### config.mk
export PLATFORM = sky130hd
export DESIGN_NAME = ip_address_to_text
export DESIGN_NICKNAME = d
export VERILOG_FILES = /design/src/sv/ipat_pkg.sv /design/src/sv/ipat_front.sv /design/src/sv/ipat_queue.sv /design/src/sv/ipat_back.sv /design/src/sv/ip_address_to_text.sv
export SDC_FILE = /design/constraint.sdc
export NUM_CORES = 1
export LEC_CHECK = 0
export BUFFER_PORTS_ARGS = -buffer_cell sky130_fd_sc_hd__buf_2
export CAP_MARGIN = 20
export CORE_MARGIN = 2
export CORE_UTILIZATION = 50
export CTS_BUF_LIST = sky130_fd_sc_hd__clkbuf_2
export DETAILED_ROUTE_END_ITERATION = 7
export GPL_TIMING_DRIVEN = 0
export HOLD_SLACK_MARGIN = 0.05
export PLACE_DENSITY = 0.71
export REMOVE_ABC_BUFFERS = 1
export SYNTH_ARGS = -nofsm -noshare
export SYNTH_HDL_FRONTEND = slang
export SYNTH_SLANG_ARGS = --single-unit
### constraint.sdc
create_clock -name clk -period 9.1 [get_ports clk]
set_input_delay 0.91 -clock clk [delete_from_list [all_inputs] [get_ports clk]]
set_output_delay 0.91 -clock clk [all_outputs]
set_load 0.005 [all_outputs]
### src/sv/ipat_pkg.sv
`default_nettype none
package ipat_pkg;

  typedef struct packed {
    logic         v6;
    logic [127:0] addr;
    logic [2:0]   zstart;
    logic [3:0]   zlen;
  } ipat_item_t;

  localparam logic [6:0] CH_DOT   = 7'h2E;
  localparam logic [6:0] CH_COLON = 7'h3A;
  localparam logic [6:0] CH_LBR   = 7'h5B;
  localparam logic [6:0] CH_RBR   = 7'h5D;
  localparam logic [6:0] CH_ZERO  = 7'h30;
  localparam logic [6:0] CH_A     = 7'h61;

  localparam logic [1:0] DP_HUND = 2'd0;
  localparam logic [1:0] DP_TENS = 2'd1;
  localparam logic [1:0] DP_UNIT = 2'd2;

  function automatic logic [3:0] dec_digit(input logic [7:0] v, input logic [1:0] pos);
    logic [1:0]  h;
    logic [7:0]  r;
    logic [15:0] p;
    logic [3:0]  t;
    logic [7:0]  u;
    h = (v >= 8'd200) ? 2'd2 : ((v >= 8'd100) ? 2'd1 : 2'd0);
    r = v - 8'(h) * 8'd100;
    p = 16'(r) * 16'd205;
    t = p[14:11];
    u = r - 8'(t) * 8'd10;
    case (pos)
      DP_HUND: dec_digit = {2'b00, h};
      DP_TENS: dec_digit = t;
      default: dec_digit = u[3:0];
    endcase
  endfunction

  function automatic logic [6:0] hex_char(input logic [3:0] n);
    if (n < 4'd10) begin
      hex_char = CH_ZERO + {3'b000, n};
    end else begin
      hex_char = CH_A + {3'b000, n} - 7'd10;
    end
  endfunction

endpackage
`default_nettype wire

### src/sv/ipat_front.sv
`default_nettype none
module ipat_front
  import ipat_pkg::*;
(
  input  wire logic         in_tvalid,
  output logic              in_tready,
  input  wire logic [127:0] in_tdata,  // addr_high, addr_low
  input  wire logic         in_tuser,  // req_type
  input  wire logic         q_full,
  output logic              q_push,
  output ipat_item_t        q_item
);

  logic [15:0] grp [8];
  logic [3:0]  run_len;
  logic [3:0]  best_len;
  logic [2:0]  run_start;
  logic [2:0]  best_start;

  always_comb begin
    for (int k = 0; k < 4; k++) begin
      grp[k]   = in_tdata[63 - 16*k -: 16];
      grp[k+4] = in_tdata[127 - 16*k -: 16];
    end
  end

  // longest zero-group run, first one on a tie
  always_comb begin
    run_len    = 4'd0;
    best_len   = 4'd0;
    run_start  = 3'd0;
    best_start = 3'd0;
    for (int k = 0; k < 8; k++) begin
      if (grp[k] == 16'h0000) begin
        if (run_len == 4'd0) begin
          run_start = 3'(k);
        end
        run_len = run_len + 4'd1;
        if (run_len > best_len) begin
          best_len   = run_len;
          best_start = run_start;
        end
      end else begin
        run_len = 4'd0;
      end
    end
  end

  always_comb begin
    q_item.v6     = in_tuser;
    q_item.addr   = {in_tdata[63:0], in_tdata[127:64]};
    q_item.zstart = best_start;
    q_item.zlen   = (in_tuser && best_len >= 4'd2) ? best_len : 4'd0;
  end

  assign in_tready = !q_full;
  assign q_push    = in_tvalid && !q_full;

endmodule
`default_nettype wire

### src/sv/ipat_queue.sv
`default_nettype none
module ipat_queue
  import ipat_pkg::*;
#(
  parameter int DEPTH = 2
) (
  input  wire logic        clk,
  input  wire logic        rst_n,
  input  wire logic        push,
  input  wire ipat_item_t  push_item,
  output logic             full,
  input  wire logic        pop,
  output logic             valid,
  output ipat_item_t       pop_item
);

  localparam int AW = (DEPTH > 1) ? $clog2(DEPTH) : 1;
  localparam int CW = $clog2(DEPTH + 1);

  ipat_item_t    mem_r [DEPTH];
  logic [AW-1:0] wp_r, wp_nxt;
  logic [AW-1:0] rp_r, rp_nxt;
  logic [CW-1:0] cnt_r, cnt_nxt;
  logic          do_pop;

  assign full     = (cnt_r == CW'(DEPTH));
  assign valid    = (cnt_r != '0);
  assign pop_item = mem_r[rp_r];
  assign do_pop   = pop && valid;

  always_comb begin
    wp_nxt  = wp_r;
    rp_nxt  = rp_r;
    cnt_nxt = cnt_r;
    if (push) begin
      wp_nxt = (wp_r == AW'(DEPTH - 1)) ? '0 : wp_r + AW'(1);
    end
    if (do_pop) begin
      rp_nxt = (rp_r == AW'(DEPTH - 1)) ? '0 : rp_r + AW'(1);
    end
    if (push && !do_pop) begin
      cnt_nxt = cnt_r + CW'(1);
    end else if (do_pop && !push) begin
      cnt_nxt = cnt_r - CW'(1);
    end
  end

  always_ff @(posedge clk) begin
    if (!rst_n) begin
      wp_r  <= '0;
      rp_r  <= '0;
      cnt_r <= '0;
    end else begin
      wp_r  <= wp_nxt;
      rp_r  <= rp_nxt;
      cnt_r <= cnt_nxt;
    end
  end

  always_ff @(posedge clk) begin
    if (push) begin
      mem_r[wp_r] <= push_item;
    end
  end

`ifndef ASSERT_OFF
  a_no_overflow: assert property (@(posedge clk) disable iff (!rst_n) !(push && full))
    else $error("push into full queue");
`endif

endmodule
`default_nettype wire

### src/sv/ipat_back.sv
`default_nettype none
module ipat_back
  import ipat_pkg::*;
(
  input  wire logic       clk,
  input  wire logic       rst_n,
  input  wire logic       q_valid,
  input  wire ipat_item_t q_item,
  output logic            q_pop,
  output logic            out_tvalid,
  input  wire logic       out_tready,
  output logic [7:0]      out_tdata,  // text_char, zero pad
  output logic            out_tlast   // last_char
);

  typedef enum logic [6:0] {
    S_IDLE  = 7'b0000001,
    S_OPEN  = 7'b0000010,
    S_DIGIT = 7'b0000100,
    S_SEP   = 7'b0001000,
    S_ZCOL1 = 7'b0010000,
    S_ZCOL2 = 7'b0100000,
    S_CLOSE = 7'b1000000
  } st_t;

  st_t        st_r, st_nxt;
  ipat_item_t cur_r;
  logic [2:0] idx_r, idx_nxt;
  logic [1:0] dig_r, dig_nxt;
  logic       ov_r, ov_nxt;
  logic [6:0] och_r, och_nxt;
  logic       olast_r, olast_nxt;

  logic        emit;
  ipat_item_t  ent_item;
  logic [2:0]  ent_idx;
  st_t         ent_st;
  logic [1:0]  ent_dig;
  logic [15:0] ent_grp;
  logic [7:0]  ent_oct;
  logic [15:0] cur_grp;
  logic [7:0]  cur_oct;
  logic [3:0]  zsum;
  logic        last_dig;

  assign emit  = (st_r != S_IDLE) && (!ov_r || out_tready);
  assign q_pop = (st_r == S_IDLE) && q_valid;

  assign ent_item = (st_r == S_IDLE) ? q_item : cur_r;
  assign zsum     = {1'b0, idx_r} + cur_r.zlen;

  always_comb begin
    case (st_r)
      S_SEP:   ent_idx = idx_r + 3'd1;
      S_ZCOL2: ent_idx = zsum[2:0];
      default: ent_idx = 3'd0;
    endcase
  end

  assign ent_grp = ent_item.addr[127 - 16*ent_idx -: 16];
  assign ent_oct = ent_item.addr[31 - 8*ent_idx[1:0] -: 8];
  assign cur_grp = cur_r.addr[127 - 16*idx_r -: 16];
  assign cur_oct = cur_r.addr[31 - 8*idx_r[1:0] -: 8];

  // state on arriving at a group or octet
  always_comb begin
    ent_st  = S_DIGIT;
    ent_dig = 2'd0;
    if (ent_item.v6) begin
      if (ent_item.zlen != 4'd0 && ent_idx == ent_item.zstart) begin
        ent_st = (ent_idx == 3'd0) ? S_ZCOL1 : S_ZCOL2;
      end else if (ent_grp[15:12] != 4'h0) begin
        ent_dig = 2'd3;
      end else if (ent_grp[11:8] != 4'h0) begin
        ent_dig = 2'd2;
      end else if (ent_grp[7:4] != 4'h0) begin
        ent_dig = 2'd1;
      end
    end else begin
      if (ent_oct >= 8'd100) begin
        ent_dig = DP_HUND;
      end else if (ent_oct >= 8'd10) begin
        ent_dig = DP_TENS;
      end else begin
        ent_dig = DP_UNIT;
      end
    end
  end

  assign last_dig = cur_r.v6 ? (dig_r == 2'd0) : (dig_r == DP_UNIT);

  always_comb begin
    st_nxt    = st_r;
    idx_nxt   = idx_r;
    dig_nxt   = dig_r;
    ov_nxt    = ov_r && !out_tready;
    och_nxt   = och_r;
    olast_nxt = olast_r;
    if (q_pop) begin
      idx_nxt = 3'd0;
      dig_nxt = ent_dig;
      st_nxt  = q_item.v6 ? S_OPEN : ent_st;
    end else if (emit) begin
      ov_nxt    = 1'b1;
      olast_nxt = 1'b0;
      case (st_r)
        S_OPEN: begin
          och_nxt = CH_LBR;
          st_nxt  = ent_st;
          dig_nxt = ent_dig;
        end
        S_DIGIT: begin
          if (cur_r.v6) begin
            och_nxt = hex_char(cur_grp[4*dig_r +: 4]);
            dig_nxt = dig_r - 2'd1;
          end else begin
            och_nxt = CH_ZERO + {3'b000, dec_digit(cur_oct, dig_r)};
            dig_nxt = dig_r + 2'd1;
          end
          if (last_dig) begin
            if (cur_r.v6) begin
              st_nxt = (idx_r == 3'd7) ? S_CLOSE : S_SEP;
            end else if (idx_r == 3'd3) begin
              olast_nxt = 1'b1;
              st_nxt    = S_IDLE;
            end else begin
              st_nxt = S_SEP;
            end
          end
        end
        S_SEP: begin
          och_nxt = cur_r.v6 ? CH_COLON : CH_DOT;
          idx_nxt = ent_idx;
          st_nxt  = ent_st;
          dig_nxt = ent_dig;
        end
        S_ZCOL1: begin
          och_nxt = CH_COLON;
          st_nxt  = S_ZCOL2;
        end
        S_ZCOL2: begin
          och_nxt = CH_COLON;
          if (zsum[3]) begin
            st_nxt = S_CLOSE;
          end else begin
            idx_nxt = ent_idx;
            st_nxt  = ent_st;
            dig_nxt = ent_dig;
          end
        end
        S_CLOSE: begin
          och_nxt   = CH_RBR;
          olast_nxt = 1'b1;
          st_nxt    = S_IDLE;
        end
        default: begin
          st_nxt = S_IDLE;
        end
      endcase
    end
  end

  always_ff @(posedge clk) begin
    if (!rst_n) begin
      st_r <= S_IDLE;
      ov_r <= 1'b0;
    end else begin
      st_r <= st_nxt;
      ov_r <= ov_nxt;
    end
  end

  always_ff @(posedge clk) begin
    idx_r   <= idx_nxt;
    dig_r   <= dig_nxt;
    och_r   <= och_nxt;
    olast_r <= olast_nxt;
    if (q_pop) begin
      cur_r <= q_item;
    end
  end

  assign out_tvalid = ov_r;
  assign out_tdata  = {1'b0, och_r};
  assign out_tlast  = olast_r;

`ifndef ASSERT_OFF
  a_last_char: assert property (@(posedge clk) disable iff (!rst_n)
      (ov_r && olast_r) |-> (och_r == CH_RBR || (och_r >= CH_ZERO && och_r <= CH_ZERO + 7'd9)))
    else $error("bad final character");
  a_close_ends: assert property (@(posedge clk) disable iff (!rst_n)
      (emit && st_r == S_CLOSE) |=> (st_r == S_IDLE && ov_r && olast_r))
    else $error("closing bracket did not end the address");
  a_v4_octet: assert property (@(posedge clk) disable iff (!rst_n)
      (st_r == S_DIGIT && !cur_r.v6) |-> (idx_r[2] == 1'b0 && dig_r != 2'd3))
    else $error("ipv4 octet or digit out of range");
`endif

endmodule
`default_nettype wire

### src/sv/ip_address_to_text.sv
// an address is queued, then loaded by the sequencer, and its characters are registered
// throughput: one character per cycle while out_tready is high, plus a load per address
// the time an address takes in the back end is set by its text length
// a queue of QUEUE_DEPTH addresses lets intake run ahead of the character sequencer
// reset: synchronous active-low rst_n empties the queue and idles the sequencer
`default_nettype none
module ip_address_to_text
  import ipat_pkg::*;
#(
  parameter int QUEUE_DEPTH = 2
) (
  input  wire logic         clk,
  input  wire logic         rst_n,
  input  wire logic         in_tvalid,
  output logic              in_tready,
  input  wire logic [127:0] in_tdata,  // addr_high, addr_low
  input  wire logic         in_tuser,  // req_type
  output logic              out_tvalid,
  input  wire logic         out_tready,
  output logic [7:0]        out_tdata, // text_char, zero pad
  output logic              out_tlast  // last_char
);

  ipat_item_t push_item;
  ipat_item_t pop_item;
  logic       q_push;
  logic       q_full;
  logic       q_pop;
  logic       q_valid;

  ipat_front u_front (
    .in_tvalid (in_tvalid),
    .in_tready (in_tready),
    .in_tdata  (in_tdata),
    .in_tuser  (in_tuser),
    .q_full    (q_full),
    .q_push    (q_push),
    .q_item    (push_item)
  );

  ipat_queue #(
    .DEPTH (QUEUE_DEPTH)
  ) u_queue (
    .clk       (clk),
    .rst_n     (rst_n),
    .push      (q_push),
    .push_item (push_item),
    .full      (q_full),
    .pop       (q_pop),
    .valid     (q_valid),
    .pop_item  (pop_item)
  );

  ipat_back u_back (
    .clk        (clk),
    .rst_n      (rst_n),
    .q_valid    (q_valid),
    .q_item     (pop_item),
    .q_pop      (q_pop),
    .out_tvalid (out_tvalid),
    .out_tready (out_tready),
    .out_tdata  (out_tdata),
    .out_tlast  (out_tlast)
  );

endmodule
`default_nettype wire
==> summary.txt <==
STA
  • Hold Fails Final Rpt: 0
  • Final Skew: 0.0898 ns
  • # setup viols final: 0
  • Final TNS setup: 0 ns
  • Worst setup margin: 0.300 ns
  • Tmin final: 8.80 ns
  • Fmax: 114 MHz
  • Tcrit/Tclk final: 0.967
  • Transition time at the pin with the least slew margin: 0.989 ns
  • Slew Limit Fails: 0
  • Slew HR: 0.335
  • Hold_ws: 0.166 ns

Yosys
  • Mean Syn Cell Area: 14.7 um^2
  • Sequential area share after synthesis: 0.612
  • FFs w/ async S/R, synth: 0
  • Synth Flop Type: edfxtp_1
  • Post-synth EDFFs: 418
  • Post-Synthesis Cells: 1432
  • Number of synthesized register bits: 434
  • Yosys warnings: 0
  • Cell Area, Synth: 21000 um^2
  • Distinct cells, synth: 73

Setup path
  • CP peak stage delay: 0.53 ns
  • CP Max Fanout: 13
  • Crit path kind: input port to register
  • Crit. End Element: register
  • Most numerous cell on the critical path: ha_1
  • WP data required: 9.91 ns
  • Startpoint Class: input port
  • CP arrival: 9.61 ns
  • Slowest CP cell: dlygate4sd3_1

Routing
  • 1st-pass router iterations: 5
  • Routed wl met2: 24.6 mm
  • WL met1: 21.3 mm
  • Vias: 14000
  • Initial drt markers: 1129
  • Met3 WL post-DR: 3.84 mm
  • Final ANT Viol Nets: 0
  • Routed len/inst: 21.6 um
  • Total Wirelength: 51.6 mm
  • Vias/cell: 5.86
  • Max Used Layer: met5
  • DRC viols: 0

Die
  • Ports: 144
  • Die H: 209 um
  • Core area: 41800 um^2
  • Die W: 209 um
  • Row Count: 75
  • Initial Util: 0.504
  • Die area: 43700 um^2

Clock tree
  • Clk slew on worst S/H paths: 0.12 ns
  • TritonCTS Buffers: 104
  • H-tree Lvls: 3
  • TritonCTS clock tree: built
  • Skew-Pair Late Insertion Delay: 1.03 ns
  • Clock Root Buffer: clkbuf_2
  • Longest Clk Path Bufs: 3
  • CTS sink count: 434

GRT
  • Congestion Overflow GR: 0
  • Largest net degree at the start of global routing: 81
  • GR Util All Layers: 0.238
  • Vias in the first global route: 14200
  • First-pass GRT wire length: 79.8 mm
  • Initial antenna violation count: 3

Finish
  • Share of cells above drive strength 1: 0.314
  • Final core utilization: 0.597
  • Nets: 2003
  • Syn-to-layout area delta: 18.5%

Power and ir drop
  • Pleak: 9.07 nW
  • Pwr dens: 424 nW/um^2
  • VDD IR max: 0.900 mV

Place
  • Setup WS pre-CTS: -2.95 ns
  • Port Buffer Count: 142
  • Final HPWL DP: 34.9 mm
  • Routability Congestion: 0.869

Hold path
  • Worst Hold Class: input port to register

Status
  • Status: complete, no violations

Flow run
  • Total of max-cap violations: 0
layout make-up:
class / count / area [um^2]
antenna: 3 / 7.51
clock buffer: 154 / 771
clock inverter: 31 / 166
fill: 3190 / 16800
inverter: 67 / 256
multi-input combinational: 873 / 7860
sequential: 434 / 12900
tap: 539 / 674
timing repair buffer: 290 / 2300
worst paths after layout:
check | depth (start not counted) | startpoint | slack, ns | endpoint
max | 37 | in_tdata[9] | 0.30 | u_queue.mem_r[1][0]$_DFFE_PP_
min | 1 | in_tdata[57] | 0.17 | u_queue.mem_r[1][128]$_DFFE_PP_
max reg2reg | 28 | u_back.idx_r[1]$_SDFFE_PP0P_ | 0.75 | u_back.och_r[3]$_DFFE_PP_
min reg2reg | 1 | u_queue.mem_r[1][17]$_DFFE_PP_ | 0.49 | u_back.cur_r[17]$_DFFE_PP_
cell families (layout without fill, tap and decap cells):
group | count (synthesis) | in the layout | synth area share
other | 1 | 4 | 0.000178
buffers and inverters | 125 | 542 | 0.0248
muxes | 213 | 213 | 0.138
and+or+nand+nor | 350 | 350 | 0.0879
adders and majority gates | 100 | 100 | 0.0645
AOI/OAI and AO/OA | 181 | 181 | 0.0608
xor gates and xnor gates | 28 | 28 | 0.0117
DFF | 434 | 434 | 0.612
state kept, by name, indices dropped and copies added (netlist names), named ones only:
| name | cells |
|---|---|
| u_queue.rp_r | 1 |
| u_queue.wp_r | 1 |
| u_back.dig_r | 2 |
| u_back.cur_r | 136 |
| u_back.idx_r | 3 |
| u_back.och_r | 7 |
| u_queue.mem_r | 272 |
| u_back.st_r | 7 |
| u_queue.cnt_r | 2 |
| u_back.out_tlast | 1 |
| u_back.out_tvalid | 1 |
layer usage:
layer	vias to the layer above	GRT usage
met5	-	0
met4	2	0.103
met3	102	0.0532
met2	569	0.381
met1	6942	0.316
li1	6407	-
synth_stat cells, drive strengths merged (5+ instances only):
cell	n	area, um^2
nor2	45	169
edfxtp	418	12600
nand2	88	330
ha	86	1080
a21boi	6	45.0
nand4	19	119
o31a	5	43.8
mux2	139	1570
and3	7	43.8
a21oi	28	144
a31oi	13	81.3
a21o	7	52.6
o31ai	7	52.6
mux2i	26	260
o22ai	5	31.3
o41ai	5	43.8
a211oi	13	108
nand2b	8	50.1
o211ai	10	75.1
o21ai	30	154
mux4	48	1080
o21a	9	67.6
xor2	6	52.6
inv	66	248
fa	14	280
and4	12	105
and2	13	85.1
nor3	19	95.1
clkbuf	25	93.8
xnor2	22	193
nor3b	8	60.1
buf	33	176
nand3	35	175
dfxtp	16	320
nor2b	14	87.6
nor4	66	413
cell usage in the layout, fill, tap and decap left out, types with 7 or more instances in the layout:
master | synthesis | layout
xnor2_1 | 22 | 21
mux2i_1 | 26 | 25
o21ai_0 | 23 | 20
dfxtp_1 | 16 | 13
ha_1 | 86 | 83
a21oi_1 | 27 | 26
o21a_1 | 9 | 9
fa_1 | 14 | 14
nor4_1 | 66 | 59
nand3_1 | 35 | 35
nand2b_1 | 8 | 8
o21ai_1 | 6 | 7
nor3b_1 | 8 | 8
inv_1 | 61 | 60
buf_4 | 2 | 24
a211oi_1 | 11 | 10
nand4_1 | 19 | 19
buf_2 | 18 | 142
clkbuf_2 | 0 | 154
a31oi_1 | 13 | 12
and2_1 | 10 | 11
nor2b_1 | 14 | 12
inv_2 | 5 | 8
a21o_1 | 7 | 7
clkinv_1 | 1 | 19
mux4_2 | 48 | 48
mux2_2 | 139 | 139
and4_1 | 12 | 10
o211ai_1 | 10 | 10
nor3_1 | 19 | 19
nor2_1 | 45 | 43
nand2_1 | 88 | 88
o31ai_1 | 7 | 7
dlygate4sd3_1 | 0 | 110
edfxtp_1 | 418 | 418
worst max-delay path, delay by kind of cell:
family	cells	cell delay, ns
AOI/OAI and AO/OA	14	2.88
and+or+nand+nor	11	2.63
adders and majority gates	5	1.46
buffers and inverters	6	1.35
muxes	1	0.37
power breakdown:
group          internal (mW)  switching [mW]
combinational           2.87            3.32
sequential              2.83           0.283
clock                  0.483           0.782
per-stage QoR:
| step | power (mW) | std cells | instance area, um^2 |
|---|---|---|---|
| global placement | 9.23 | 2055 | 22200 |
| global route | 11.5 | 2391 | 24900 |
| detailed placement | 9.31 | 2069 | 22500 |
| floorplan | 7.97 | 1374 | 20800 |
| CTS | 10.6 | 2370 | 24600 |
| finish | 10.6 | 2391 | 24900 |
timing repair:
action                                 CTS  global route
setup endpoints to repair               14            14
endpoints found under the hold margin  214             0
pin swaps                                4            14
hold buffers                           110             0
gates resized for setup                 17            26
setup buffers                            6            17
Note: power is estimated with default switching activity, not from simulation.
